[src/sv/dbp_pkg.sv]
// Shared types and constants for the depth-to-point back-projection block.
// Holds register indexes, reset values, controller states and the
// command/status structs between controller and datapath.
package dbp_pkg;

  localparam int MAX_DIMENSION_DEF = 4096;

  localparam int CFG_IDX_W  = 3;
  localparam int CFG_DATA_W = 24;

  localparam logic [CFG_IDX_W-1:0] REG_IMAGE_COLS      = 3'd0;
  localparam logic [CFG_IDX_W-1:0] REG_IMAGE_ROWS      = 3'd1;
  localparam logic [CFG_IDX_W-1:0] REG_CENTER_X        = 3'd2;
  localparam logic [CFG_IDX_W-1:0] REG_CENTER_Y        = 3'd3;
  localparam logic [CFG_IDX_W-1:0] REG_INV_FOCAL_X     = 3'd4;
  localparam logic [CFG_IDX_W-1:0] REG_INV_FOCAL_Y     = 3'd5;
  localparam logic [CFG_IDX_W-1:0] REG_METRES_PER_UNIT = 3'd6;

  localparam logic [12:0] RST_IMAGE_COLS      = 13'd640;
  localparam logic [12:0] RST_IMAGE_ROWS      = 13'd480;
  localparam logic [15:0] RST_CENTER_X        = 16'd5208;
  localparam logic [15:0] RST_CENTER_Y        = 16'd3768;
  localparam logic [23:0] RST_INV_FOCAL_X     = 24'd32388;
  localparam logic [23:0] RST_INV_FOCAL_Y     = 24'd32326;
  localparam logic [23:0] RST_METRES_PER_UNIT = 24'd16777;

  typedef enum logic [2:0] {
    S_IDLE,
    S_MUL,
    S_ROUND,
    S_PROD,
    S_OUT
  } state_t;

  typedef struct packed {
    logic capture;   // latch input item, advance position counters
    logic mul;       // depth scale and centred-offset products
    logic round;     // round z and the offset terms
    logic prod;      // offset term times z
    logic load_out;  // round, saturate, load output register
  } cmd_t;

  typedef struct packed {
    logic out_free;  // output register empty or being taken this cycle
  } status_t;

endpackage

[src/sv/dbp_ctrl.sv]
// Sequencer for the back-projection datapath: walks one item through
// capture, multiply, round, multiply and output load. Uses dbp_pkg.
module dbp_ctrl (
  input  logic             clk,
  input  logic             rst,
  input  logic             in_valid,
  output logic             in_ready,
  input  dbp_pkg::status_t status,
  output dbp_pkg::cmd_t    cmd
);
  import dbp_pkg::*;

  state_t state, state_next;

  always_ff @(posedge clk) begin
    if (rst) begin
      state <= S_IDLE;
    end else begin
      state <= state_next;
    end
  end

  always_comb begin
    state_next = state;
    cmd        = '0;
    in_ready   = 1'b0;
    unique case (state)
      S_IDLE: begin
        in_ready = 1'b1;
        if (in_valid) begin
          cmd.capture = 1'b1;
          state_next  = S_MUL;
        end
      end
      S_MUL: begin
        cmd.mul    = 1'b1;
        state_next = S_ROUND;
      end
      S_ROUND: begin
        cmd.round  = 1'b1;
        state_next = S_PROD;
      end
      S_PROD: begin
        cmd.prod   = 1'b1;
        state_next = S_OUT;
      end
      S_OUT: begin
        // hold until the output register can take the item
        if (status.out_free) begin
          cmd.load_out = 1'b1;
          state_next   = S_IDLE;
        end
      end
      default: state_next = S_IDLE;
    endcase
  end

endmodule

[config.mk]
export PLATFORM = sky130hd
export DESIGN_NAME = dbp_ctrl
export DESIGN_NICKNAME = d
export VERILOG_FILES = /design/src/sv/dbp_pkg.sv /design/src/sv/dbp_ctrl.sv
export SDC_FILE = /design/constraint.sdc
export NUM_CORES = 1
export LEC_CHECK = 0
export BUFFER_PORTS_ARGS = -buffer_cell sky130_fd_sc_hd__buf_2
export CORE_AREA = 5 5 42 44
export DETAILED_ROUTE_END_ITERATION = 8
export DIE_AREA = 0 0 47 49
export MAX_ROUTING_LAYER = met4
export PLACE_DENSITY = 0.43
export SETUP_SLACK_MARGIN = 0.3
export SYNTH_ARGS = -nofsm -noshare
export SYNTH_HDL_FRONTEND = slang
export SYNTH_SLANG_ARGS = --single-unit
[constraint.sdc]
create_clock -name clk -period 1.05 [get_ports clk]
set_input_delay 0.21 -clock clk [delete_from_list [all_inputs] [get_ports clk]]
set_output_delay 0.21 -clock clk [all_outputs]
set_load 0.02 [all_outputs]
# After elaboration in Yosys (flattened, before gate mapping)
# Index checks and enable logic that the tools add are counted.
# op_classes
eq_ne,6
muxes,11
n_reduce_logical,2
# ops
operator,count
one-hot mux 3 bit (5 select lines),1
two-way mux 1 bit,8
"== test 3 x 2 -> 1 bit, second input constant",2
two-way mux 3 bit,2
"inequality test 2 bit, second input constant",2
"== test 3 x 1 -> 1 bit, second input constant",1
"== test 3 bit, second input constant",1
logical NOT 3 bit,1
AND reduction 2 bit,1
# word_totals
reg_bits,3
inputBits,4
output_inout_bits,6

# Longest topological paths before layout
# logic_depth
depth_word,3
depth_mapped,3
depth_no_buf,2

# Worst setup path before layout
# OpenSTA, ideal clock, no wires.
# synth_timing
path_type,register -> output
from,register state[1]
to,output cmd[0] in the netlist's numbering
arrival_ns,1.151
required_ns,0.840
slack_ns,-0.311
stages_incl_launch_ff,3
path_cell_list,dfxtp_1 -> buf_2 -> nor4bb_1
# synth_rtl
item,line,rtl
"start, declared",dbp_ctrl.sv:13,"state_t state, state_next;"
"start signal, assigned",dbp_ctrl.sv:19,state <= state_next;
"end, declared",dbp_ctrl.sv:9,output dbp_pkg::cmd_t cmd

==> flow_metrics.tcl <==
set metrics [dict create \
    cts_inserted_buffers 3 \
    synth_top_cell_area_share_pct 32.9 \
    die_area_um2 2300 \
    grt_max_degree 9 \
    syn_area_um2 183 \
    antennaDiodeCount 0 \
    min_period_ns 1.26 \
    fp.dieW_um 47 \
    whs_ns 0.158 \
    hold_path.class "primary input to register" \
    regMostFlops "state" \
    die_h_um 49 \
    yosys.area.top_type "dfxtp_1" \
    dpl.hpwl_um 348 \
    setup-violations-final 7 \
    clockBufferDepth 2 \
    synth_enable_flop_cells 0 \
    coreArea_um2 1400 \
    yosysSeqAreaShare_pct 32.9 \
    io_pins 10 \
    cpMaxStageDelayCell "dfxtp_4" \
    vias 187 \
    setup_ws_ns -0.208 \
    worstPathCellList "nor3_4, and2_4, buf_6" \
    rows 14 \
    largest_reg_flops 3 \
    worstPathMaxFanout 6 \
    cp.arrival_ns 1.05 \
    drive_above_1_share_pct 82.9 \
    critPathKind "register to output pin" \
    avgViaCountPerCell 3.67 \
    gp_congestion 0.731 \
    worstSkewPairLatency_ns 0.23 \
    final_hold_viol_count 0 \
    grt_pass1_vias 213 \
    async_reset_ff_share_pct 0 \
    ant_nets 0 \
    period_share_pct 120 \
    postSynthCellCount 18 \
    worstMarginPinSlew_ns 0.212 \
    nNetsFinal 40 \
    hold_buffers 0 \
    maxSlewViolCount 0 \
    wirelength_um 502 \
    reg2reg_from "state[1]$_SDFFE_PP0P_" \
    placed_area_um2 289 \
    ys_ff_latch 3 \
    crit_required_ns 0.84 \
    startpoint "state[0]$_SDFFE_PP0P_" \
    max_stage_delay_ns 0.37 \
    area_growth_pct 110 \
    skew_ns 0.000387 \
    worstSetupStartpointType "register" \
    initial_core_util_pct 13.0 \
    yosys-top-cells-count "dfxtp_1, nor3b_1" \
    status "finished with violations" \
    hold_start "rst" \
    drc_errors 0 \
    leakage_uw 0.000177 \
    fin_util_pct 27.3 \
    clock.fmax_ghz 0.795 \
    reg_top3 "state (3)" \
    place_inst 44 \
    grt_pass1_wl_um 869 \
    synth_ff_type "dfxtp_1" \
    synth.most_common_cell "dfxtp_1" \
    clkTransAtPathRegs_ns 0.03 \
    cts_sinks 3 \
    ys_warn_count 0 \
    cap_violations 0 \
    place_worst_setup_slack_ns -0.0814 \
    antenna_found_initial 0 \
    slew_headroom_pct 85.8 \
    cts_tree "done" \
    syn_area_per_cell_um2 10.1 \
    rsz0062_at_grt "yes" \
    overflow 0 \
    io_buffer_count 9 \
    endpoint_kind "output pin" \
    power_density_nw_per_um2 1400 \
    drtPass1Iterations 2 \
    synth_cell_types 15 \
    wl_per_cell_um 9.84 \
    ir_drop_mv 0.949 \
    instances_no_fill 51 \
    synth_nets 22 \
    root_buffer "clkbuf_4" \
    ctsHtreeMaxLevel 1 \
    synth_area_leaders "dfxtp_1, nor3b_1, nor4b_2, buf_6, nor3_2" \
    first_iter_violations 1 \
    fin_area_um2 383 \
    grt.total_usage_pct 5.56 \
    violations "setup timing" \
]
-- worst paths after layout --
check	end	slack [ns]	cells past startpoint
min reg2reg	state[1]$_SDFFE_PP0P_	0.49	1
max reg2reg	state[2]$_SDFFE_PP0P_	-0.11	5
max	cmd[4]	-0.21	3
min	state[1]$_SDFFE_PP0P_	0.16	2
-- metal layers --
metal,GRT usage [%],routed length (um),vias to the layer above
met5,-,0,-
met4,1.38,0,0
met3,5.54,61,0
met2,7.01,224,9
met1,6.17,217,77
li1,-,-,101
-- cell families (layout without fill, tap and decap cells) --
kind of cell	Yosys count	in the layout	share of synthesized area, %
buffers and inverters	3	20	13.0
AND/OR/NAND/NOR	10	10	43.8
flip-flops	3	3	32.9
XOR/XNOR	1	1	4.80
AO/OA/AOI/OAI	1	1	5.48
-- final cells by class --
type / count / area [um^2]
tap: 16 / 20.0
clock buffer: 4 / 26.3
multi-input combinational: 12 / 134
fill: 157 / 1020
sequential: 3 / 71.3
timing repair buffer: 16 / 131
-- repair_timing --
action | in CTS | in global routing
setup endpoints to repair | 9 | 9
pin swaps | 3 | 2
setup buffers | 1 | 2
gates resized for setup | 12 | 5
endpoints found under the hold margin | 0 | 0
-- worst max-delay path: cells and delay by family (launching register included) --
kind                   cells  cell delay (ns)
DFF                        1             0.37
buffers and inverters      1             0.10
and+or+nand+nor            2             0.35
-- power breakdown --
group	switching (uW)	total, uW	internal (uW)	leakage (uW)
Sequential	26.9	152	125	0.0000267
Combinational	74.3	186	112	0.000135
Clock	55.1	197	142	0.0000150
-- cells in the final DEF (no fill, tap or decap) --
| cell | synthesis | layout |
|---|---|---|
| clkbuf_1 | 0 | 1 |
| nor3_1 | 1 | 1 |
| buf_4 | 1 | 8 |
| nor4b_2 | 1 | 1 |
| nor3b_2 | 0 | 2 |
| buf_2 | 1 | 3 |
| buf_6 | 1 | 5 |
| nor4bb_4 | 0 | 1 |
| nor2_1 | 1 | 1 |
| o21ba_1 | 1 | 1 |
| nor4_1 | 1 | 1 |
| xnor2_1 | 1 | 1 |
| and2_4 | 0 | 1 |
| dfxtp_4 | 0 | 3 |
| nor3_4 | 0 | 1 |
| and3b_2 | 0 | 1 |
| clkbuf_4 | 0 | 3 |
-- stage by stage --
step	setup TNS, ns	power [uW]
6_report	-1.00	536
5_1_grt	-1.53	583
4_1_cts	-0.998	529
3_5_place_dp	-0.364	299
3_3_place_gp	-0.255	296
2_1_floorplan	-0.105	260
(Power assumes the default switching activity.)
